`config.mk`:
```
export PLATFORM = sky130hd
export DESIGN_NAME = transaction_table_mvcc_visibility
export DESIGN_NICKNAME = d
export VERILOG_FILES = /design/src/sv/ttmv_pkg.sv /design/src/sv/transaction_table_mvcc_visibility.sv
export SDC_FILE = /design/constraint.sdc
export NUM_CORES = 2
export LEC_CHECK = 0
export ABC_AREA = 1
export ABC_CLOCK_PERIOD_IN_PS = 6460
export BUFFER_PORTS_ARGS = -buffer_cell sky130_fd_sc_hd__buf_2
export CAP_MARGIN = 20
export CORE_UTILIZATION = 38
export DETAILED_ROUTE_END_ITERATION = 16
export SLEW_MARGIN = 20
export SYNTH_ARGS = -nofsm -noshare
export SYNTH_HDL_FRONTEND = slang
export SYNTH_SLANG_ARGS = --single-unit
```
`constraint.sdc`:
```
create_clock -name clk -period 6.46 [get_ports clk]
set_input_delay 0.969 -clock clk [delete_from_list [all_inputs] [get_ports clk]]
set_output_delay 0.969 -clock clk [all_outputs]
set_load 0.005 [all_outputs]
```
`src/sv/ttmv_pkg.sv`:
```
package ttmv_pkg;

	localparam int SLOTS   = 64;
	localparam int IDX_W   = $clog2(SLOTS);
	localparam int ID_BITS = 32;

	typedef enum logic [1:0] {
		FN_BEGIN  = 2'd0,
		FN_COMMIT = 2'd1,
		FN_ABORT  = 2'd2,
		FN_QUERY  = 2'd3
	} func_t;

	typedef enum logic [1:0] {
		SLOT_ACTIVE    = 2'd0,
		SLOT_COMMITTED = 2'd1,
		SLOT_ABORTED   = 2'd2
	} slot_st_t;

	typedef struct packed {
		logic [ID_BITS-1:0] id;
		slot_st_t           st;
	} slot_t;

	typedef enum logic [2:0] {
		ST_IDLE = 3'b001,
		ST_SCAN = 3'b010,
		ST_RESP = 3'b100
	} fsm_t;

endpackage

```
`src/sv/transaction_table_mvcc_visibility.sv`:
```
// Channel  Dir  Signals                         Contents
// s_*      in   s_tvalid s_tready s_tdata s_tuser  one request item (op in tuser)
// m_*      out  m_tvalid m_tready m_tdata           one result item per request
//
// One item at a time. The slot table sits in one synchronous RAM
// (one read, one write port, registered read) walked one slot a cycle.
// Begin/commit/abort stop at the first hit and walk every slot when nothing
// matches. A query walks all SLOTS slots, looking for the creator and the
// deleter in the same pass; a query rejected by the deleted flag or by
// creator_id > txn_id skips the walk and goes straight to the result.
// Reset: per-slot valid flops clear at once, so an unwritten slot reads as
// id 0, aborted; no clearing pass. next_id resets to 1.
// Stalls: a finished result waits in the output register; the next item is
// accepted while it waits, and a later result waits in RESP until it drains.
module transaction_table_mvcc_visibility
	import ttmv_pkg::*;
(
	input  logic         clk,
	input  logic         arst_n,
	input  logic         s_tvalid,
	output logic         s_tready,
	// [31:0] txn_id, [32] tuple_deleted, [64:33] creator_id, [96:65] deleter_id,
	// [103:97] zero
	input  logic [103:0] s_tdata,
	// [1:0] func
	input  logic [1:0]   s_tuser,
	output logic         m_tvalid,
	input  logic         m_tready,
	// [0] status, [32:1] new_id, [33] visible, [39:34] zero
	output logic [39:0]  m_tdata
);

	fsm_t               state_q;
	func_t              op_q;
	logic [ID_BITS-1:0] me_q, cre_q, del_q, next_id_q;

	// table storage
	slot_t              mem [SLOTS];
	logic [SLOTS-1:0]   valid_q;

	// scan pipeline
	logic [IDX_W-1:0]   rd_idx_q, idx_s1;
	logic               issue_q, pend_s1, vld_s1;
	slot_t              rd_data_s1;

	// query match tracking
	logic               cfound_q, dfound_q;
	slot_st_t           cst_q, dst_q;

	// result holding
	logic               res_status_q, res_vis_q;
	logic [ID_BITS-1:0] res_id_q;

	// input field unpack
	func_t              in_func;
	logic [ID_BITS-1:0] in_me, in_cre, in_del;
	logic               in_deleted, accept, quick_rej;

	assign in_func    = func_t'(s_tuser);
	assign in_me      = s_tdata[31:0];
	assign in_deleted = s_tdata[32];
	assign in_cre     = s_tdata[64:33];
	assign in_del     = s_tdata[96:65];

	assign s_tready  = (state_q == ST_IDLE);
	assign accept    = s_tvalid && s_tready;
	assign quick_rej = (in_func == FN_QUERY) && (in_deleted || (in_cre > in_me));

	// effective entry seen by the scan; unwritten slots read as id 0, aborted
	logic [ID_BITS-1:0] eid;
	slot_st_t           est;
	logic               last, cmatch, dmatch;

	assign eid    = vld_s1 ? rd_data_s1.id : '0;
	assign est    = vld_s1 ? rd_data_s1.st : SLOT_ABORTED;
	assign last   = (idx_s1 == IDX_W'(SLOTS - 1));
	assign cmatch = (eid == cre_q);
	assign dmatch = (eid == del_q);

	// per-entry decision
	logic               done, mem_we, r_status, r_vis, bump_id;
	logic               cf, df, rule3, rule4;
	slot_st_t           cst, dst;
	slot_t              wr_data;
	logic [ID_BITS-1:0] r_id;

	always_comb begin
		done     = 1'b0;
		mem_we   = 1'b0;
		bump_id  = 1'b0;
		wr_data  = '{id: eid, st: est};
		r_status = 1'b0;
		r_id     = '0;
		r_vis    = 1'b0;
		cf       = cfound_q | cmatch;
		df       = dfound_q | dmatch;
		cst      = cfound_q ? cst_q : est;
		dst      = dfound_q ? dst_q : est;
		rule3    = cf && (cst != SLOT_COMMITTED) && (cre_q != me_q);
		rule4    = (del_q != '0) && (del_q <= me_q)
			&& (!df || (del_q == me_q) || (dst == SLOT_COMMITTED));
		if (state_q == ST_SCAN && pend_s1) begin
			case (op_q)
				FN_BEGIN: begin
					if (est != SLOT_ACTIVE) begin
						done    = 1'b1;
						mem_we  = 1'b1;
						bump_id = 1'b1;
						wr_data = '{id: next_id_q, st: SLOT_ACTIVE};
						r_id    = next_id_q;
					end else if (last) begin
						done     = 1'b1;
						r_status = 1'b1;
					end
				end
				FN_COMMIT, FN_ABORT: begin
					if (eid == me_q) begin
						done = 1'b1;
						if (est == SLOT_ACTIVE) begin
							mem_we  = 1'b1;
							wr_data = '{id: eid,
								st: (op_q == FN_COMMIT) ? SLOT_COMMITTED : SLOT_ABORTED};
						end else begin
							r_status = 1'b1;
						end
					end else if (last) begin
						done     = 1'b1;
						r_status = 1'b1;
					end
				end
				default: begin
					if (last) begin
						done  = 1'b1;
						r_vis = !rule3 && !rule4;
					end
				end
			endcase
		end
	end

	// RAM: one write, one registered read per cycle
	always_ff @(posedge clk) begin
		if (mem_we) begin
			mem[idx_s1] <= wr_data;
		end
		if (state_q == ST_SCAN && issue_q) begin
			rd_data_s1 <= mem[rd_idx_q];
			vld_s1     <= valid_q[rd_idx_q];
			idx_s1     <= rd_idx_q;
		end
	end

	logic out_free;
	assign out_free = !m_tvalid || m_tready;

	always_ff @(posedge clk or negedge arst_n) begin
		if (!arst_n) begin
			state_q   <= ST_IDLE;
			valid_q   <= '0;
			next_id_q <= ID_BITS'(1);
			issue_q   <= 1'b0;
			pend_s1   <= 1'b0;
			rd_idx_q  <= '0;
			m_tvalid  <= 1'b0;
		end else begin
			// RESP reloads the output on its own when it drains
			if (m_tvalid && m_tready && state_q != ST_RESP) begin
				m_tvalid <= 1'b0;
			end
			case (state_q)
				ST_IDLE: begin
					pend_s1 <= 1'b0;
					if (accept) begin
						rd_idx_q <= '0;
						issue_q  <= 1'b1;
						state_q  <= quick_rej ? ST_RESP : ST_SCAN;
					end
				end
				ST_SCAN: begin
					if (issue_q) begin
						rd_idx_q <= rd_idx_q + 1'b1;
					end
					if (mem_we) begin
						valid_q[idx_s1] <= 1'b1;
					end
					if (bump_id) begin
						next_id_q <= (next_id_q == '1) ? ID_BITS'(1) : next_id_q + 1'b1;
					end
					if (done) begin
						issue_q <= 1'b0;
						pend_s1 <= 1'b0;
						state_q <= ST_RESP;
					end else begin
						pend_s1 <= issue_q;
						if (issue_q && rd_idx_q == IDX_W'(SLOTS - 1)) begin
							issue_q <= 1'b0;
						end
					end
				end
				ST_RESP: begin
					if (out_free) begin
						m_tvalid <= 1'b1;
						state_q  <= ST_IDLE;
					end
				end
				default: state_q <= ST_IDLE;
			endcase
		end
	end

	// payload registers
	always_ff @(posedge clk) begin
		if (accept) begin
			op_q         <= in_func;
			me_q         <= in_me;
			cre_q        <= in_cre;
			del_q        <= in_del;
			cfound_q     <= 1'b0;
			dfound_q     <= 1'b0;
			res_status_q <= 1'b0;
			res_id_q     <= '0;
			res_vis_q    <= 1'b0;
		end
		if (state_q == ST_SCAN && pend_s1) begin
			if (!cfound_q && cmatch) begin
				cfound_q <= 1'b1;
				cst_q    <= est;
			end
			if (!dfound_q && dmatch) begin
				dfound_q <= 1'b1;
				dst_q    <= est;
			end
		end
		if (done) begin
			res_status_q <= r_status;
			res_id_q     <= r_id;
			res_vis_q    <= r_vis;
		end
		if (state_q == ST_RESP && out_free) begin
			m_tdata <= {6'd0, res_vis_q, res_id_q, res_status_q};
		end
	end

	a_out_from_resp: assert property (@(posedge clk) disable iff (!arst_n)
		$rose(m_tvalid) |-> $past(state_q == ST_RESP))
		else $error("result raised outside RESP");

	a_next_id_nz: assert property (@(posedge clk) disable iff (!arst_n)
		next_id_q != '0)
		else $error("id counter reached zero");

	a_accept_moves: assert property (@(posedge clk) disable iff (!arst_n)
		accept |=> (state_q == ST_SCAN || state_q == ST_RESP))
		else $error("accepted item did not start");

	a_write_in_scan: assert property (@(posedge clk) disable iff (!arst_n)
		mem_we |-> (pend_s1 && (op_q != FN_QUERY)))
		else $error("table write without a pending entry");

endmodule
```
Yosys cells after proc, flatten, opt, wreduce, memory -nomap -nowiden --
Memories as Yosys holds them, arrays and structs flattened. A register that Yosys moved wholly into a read port is not among the register bits. Index checks and enable logic that the tools add are counted.
Storage, ports and cells: bits in registers 287, latch bits 0, bits in writable memories 2176, memory bits (read-only) 0, input port bits 110, output and inout bits 42, word-level logic and storage cells 163, memories 1
Cells by class: add/sub/neg operators 2, $mul 0, divide/modulo/power cells 0, $lt $le $gt $ge 5, eq/ne operators 22, shifts and indexed selects 0, muxes and demuxes 68, bitwise gates (word level) 3, reductions and logical operators 41
Memories:
- mem | depth 64, bits a word 34, rd ports 1, clocked after Yosys merged registers in 1, wr ports 1, line transaction_table_mvcc_visibility.sv:38 | slot_t mem [SLOTS];
Operators by type and width (number):
- $mux W32 | 7
- $eq A32 B32 Y1 | 4
- $mux W34 | 2
- $pmux W34 S2 | 1
- $or A64 B64 Y64 | 1
- $mux W1 | 37
- $add A32 B1 Y32 const B | 1
- $eq A32 B32 Y1 const B | 1
- $gt A32 B32 Y1 | 1
- $le A32 B32 Y1 | 1
- $ne A32 B32 Y1 | 1
- $reduce_bool A32 Y1 | 1
- $logic_and A1 B1 Y1 | 16
- $lt A6 B7 Y1 const B | 2
- $eq A6 B6 Y1 const B | 2
- $mux W2 | 6
- $mux W3 | 4
- $mux W6 | 2
- $pmux W6 S2 | 1
- $pmux W1 S2 | 5
- $pmux W3 S3 | 1
- $reduce_and A3 Y1 | 3
- $reduce_and A2 Y1 | 4
- $add A6 B1 Y6 const B | 1
- 18 further kinds | 36

Longest topological paths before layout --
depth in word-level cells 13, gate-level depth with buffers 19, depth with buffers taken out 19

Worst setup path before layout --
Ideal clock, no wire load.
path kind register to register, from reg vld_s1, to mem mem[57][0] in the netlist's numbering, enable pin, setup time 468 ps, arrival 4137 ps, required time 5992 ps, slack 1855 ps, cell stages (with the launch flop) 17, buffers on the path 3, period minus slack after synthesis 4605 ps, path through edfxtp_1 > buf_4 > buf_8 > nand2_1 > nand2_1 > nand2_1 > nand3_1 > nor2_1 > nand2_1 > nor2_1 > nand2_1 > nor2_2 > nand3_2 > nand2_4 > buf_6 > inv_2 > nor3_1
On the way: longest elaborated chain between the ends 8, elaborated cells between the ends (all ways) 12, classes of those cells 1 x eq/ne; 9 x mux; 2 x reduce/logical
RTL lines:
- start, declared | line transaction_table_mvcc_visibility.sv:43 | logic issue_q, pend_s1, vld_s1;
- start signal, assigned | line transaction_table_mvcc_visibility.sv:148 | vld_s1 <= valid_q[rd_idx_q];
- parallel branches: the longest is 4 deep, another holds $mux W32
- $pmux W1 S2 (*) | line transaction_table_mvcc_visibility.sv:103 | case (op_q)
- $mux W1 (*) | line transaction_table_mvcc_visibility.sv:102 | if (state_q == ST_SCAN && pend_s1) begin
- $mux W1 (*) | line transaction_table_mvcc_visibility.sv:143 | if (mem_we) begin
- $mux W1 (not written as such) (*) | line transaction_table_mvcc_visibility.sv:144 | mem[idx_s1] <= wr_data;
- end, declared | line transaction_table_mvcc_visibility.sv:38
Every way passes the cells marked *.

Worst setup path after layout --
from reg vld_s1, to mem mem[39][16] in the netlist's numbering, enable pin
Same word-level chain as after synthesis.

==> flow_summary_export.csv <==
group,metric,value,unit
yosys,synth-seq-area-share,73.9,%
hold_path,min_to,"del_q[8]",
place,port_buffers,138,
clocking,clkTransAtPathRegs,0.06,ns
global_routing,grt_use_total,22.2,%
global_routing,grt_antenna_before_repair,14,
die,dieArea,267000,sq um
yosys,synthCells,7888,
hold_path,hp-class,"primary input to register",
final_layout,nFillCells,23800,
sta,worst_pin_slew,1.21,ns
place,gp_congestion,0.900,
yosys,synth_cell_types,48,
sta,drv_slew,0,
job,cap_violations,0,
sta,hold_viol,0,
clocking,cts-resized-gates,0,
pwr,p_seq_share,41.9,%
worst_setup_path,rr_startpoint,"vld_s1",
die,core,263000,sq um
final_layout,area_growth,14.4,%
clocking,cts_tree,"done",
sta,fin_crit_sh,80.6,%
place,dp_hpwl,174,mm
hold_path,hp-start,"s_tdata[73]",
worst_setup_path,critical_path_class,"register to register",
sta,fin_setup_tns,0,ns
die,ioPinCount,152,
place,place_area,107000,sq um
pwr,leakagePower,38.0,nW
yosys,synth-seq-cells,2497,
global_routing,grt_pass1_wl,435,mm
worst_setup_path,startpoint_type,"register",
pwr,p_sw_share,33.7,%
sta,finalSetupViolCount,0,
clocking,cts_made_buffers,275,
sta,max_freq,192,MHz
detailed_routing,wl_per_cell,25.7,um
yosys,synthFlopType,"edfxtp_1",
yosys,syn-cell-area,101000,sq um
detailed_routing,drt_wl_total,301,mm
final_layout,final_area,115000,sq um
global_routing,grt_max_degree,170,
die,die_w,517,um
yosys,async_reset_ff_share,4.33,%
final_layout,fin_nets,8189,
detailed_routing,ant_nets,0,
hold_path,timing.hold.worst_path_depth,1,
worst_setup_path,cp_max_fo,33,
clocking,clock-sinks,2497,
clocking,clockRootBuffer,"clkbuf_16",
worst_setup_path,slowest_stage,"nor2_4",
pwr,p_int,30.0,mW
worst_setup_path,regToRegEndpoint,"mem[39][16]",
global_routing,grt_overflow_total,0,
final_layout,final_common_cell,"edfxtp_1",
yosys,synth-edff-count,2387,
pwr,peakVddDrop,0.000383,V
clocking,h-tree-depth,5,
global_routing,grt_pass1_vias,62800,
worst_setup_path,slowest_delay,0.85,ns
sta,timing.final.crit_period,5.21,ns
outcome,status,"completed",
die,num_rows,188,
pwr,pwr-share-clk,32.4,%
pwr,netSwitchingPower,15.2,mW
die,start_util,38.3,%
sta,relSlewSlack,18.3,%
final_layout,final_cell_mix,"edfxtp_1, nor2_1, o21ai_0",
detailed_routing,via_per_inst,5.67,
worst_setup_path,worstPathCellList,"buf_12 > buf_4 > nand2_1 > nand2_1 > nand2_1 > inv_1 > nand2_1 > nor2_1 > nand2_1 > nor2_1 > nand2_1 > nor2_2 > nand3_2 > nand2_4 > nand4_2 > nor2_4 > buf_4",
clocking,clk_latency,0.94,ns
final_layout,layout-drive-gt1-share,10.7,%
worst_setup_path,r2r_slack,1.25,ns
worst_setup_path,arrival,5.77,ns
worst_setup_path,cpMostUsedCell,"nand2_1",
yosys,ys_warn_count,0,
pwr,powerDensity,392,nW/um^2
detailed_routing,vias,66500,
detailed_routing,drt_first_iter_violations,7972,
die,dieHeight,517,um
clocking,cts_max_path_buffers,4,
worst_setup_path,r2r_cells,17,
detailed_routing,drc,0,
yosys,syn_area_per_cell,12.8,sq um
worst_setup_path,cp_data_required_time,7.02,ns
sta,finClkSkew,0.0420,ns
pwr,pwr-share-comb,25.7,%
worst_setup_path,cp-end-kind,"register",
detailed_routing,drt_pre_antenna_iters,5,
sta,rsz0062_at_grt,"false",
## stage by stage
stage          utilization, %  std cells  hold slack [ns]  total power, mW  setup slack [ns]
2_1_floorplan               -       7893            0.400             25.9              1.86
3_3_place_gp             40.5      11200            0.403             30.5              1.32
3_5_place_dp             40.6      11200            0.405             30.7              1.38
4_1_cts                  43.8      11700            0.159             45.2              1.35
5_1_grt                  43.8      11700            0.183             46.8              1.02
6_report                 43.8      11700            0.213             45.1              1.25
## flip-flops by register name (all words and copies together) (netlist names), 3 cells and up
register	flops
res_id_q	32
idx_s1	6
m_tdata	34
valid_q	64
rd_data_s1	34
state_q	3
rd_idx_q	6
me_q	32
mem	2176
del_q	32
cre_q	32
next_id_q	32
## worst max-delay path, delay by kind of cell, from the launching register on
kind,cells,cell delay [ns]
buffers and inverters,4,1.05
DFF,1,0.78
and+or+nand+nor,13,2.96
## power by group through the flow
stage	clock network, mW	logic (mW)	registers [mW]
final	14.6	11.6	18.9
after global routing	15.4	12.5	18.9
after CTS	14.8	11.5	18.9
after detailed placement	0	11.5	19.2
after global placement	0	11.3	19.2
after floorplan	0	6.84	19.1
## routing by layer
metal,up-vias,track usage (%),part of all wire (%)
li1,29500,-,-
met1,33500,30.9,42
met2,3011,34.7,46
met3,472,3.56,8.5
met4,4,8.79,4.0
met5,-,0,0.0070
## cell families (layout without fill, tap and decap cells)
| kind of cell | count (synthesis) | in the layout | share of synthesized area [%] |
|---|---|---|---|
| flip-flops | 2497 | 2497 | 73.9 |
| AND/OR/NAND/NOR | 2405 | 2405 | 9.84 |
| AO/OA/AOI/OAI | 2073 | 2073 | 11.8 |
| buffers and inverters | 782 | 1080 | 3.02 |
| adder cells (fa/ha/maj) | 69 | 69 | 0.857 |
| XOR/XNOR | 61 | 61 | 0.531 |
| other | 1 | 10 | 0.00372 |
## final cells by class
type	count	area, sq um	area share (%)
multi-input cells	4614	24200	21.0
clock inverters	114	813	0.706
flip-flops and latches	2497	74400	64.6
inverters	272	1050	0.913
repair buffers	350	2960	2.57
well taps	3515	4400	3.82
diodes	4	10.0	0.00868
clock buffers	344	7350	6.38
## timing repair
action	in CTS	in global routing
hold endpoints to repair	18	0
buffers inserted	0	0
hold buffers	1	0
## cells in the mapped netlist, drive strengths merged, types with 2 or more instances
cell type,n,area (sq um)
a211oi,4,30.0
nand4,62,394
or2,20,125
o21ai,1191,5960
nand3,339,1720
o211ai,61,458
nand2,607,2350
o221ai,215,1880
nor4,11,68.8
o21a,6,45.0
o21bai,36,270
edfxtp,2387,71700
xor2,51,447
nor2,1291,4860
buf,98,475
dfrtp,106,2650
xnor2,10,87.6
dfstp,2,52.6
inv,270,1010
clkinv,2,7.51
dfxtp,2,40.0
a221oi,2,17.5
a21oi,189,946
o22ai,363,2270
clkbuf,412,1550
ha,69,863
nor3,75,392
## how the worst max path moves through the flow
stage                start          end  slack, ns
floorplan           vld_s1   mem[57][0]       1.86
global placement    vld_s1  mem[47][15]       1.32
detailed placement  vld_s1  mem[55][11]       1.38
CTS                 vld_s1  mem[39][16]       1.35
global route        vld_s1  mem[31][26]       1.02
finish              vld_s1  mem[39][16]       1.25
Power figures use the tool's default switching activity.
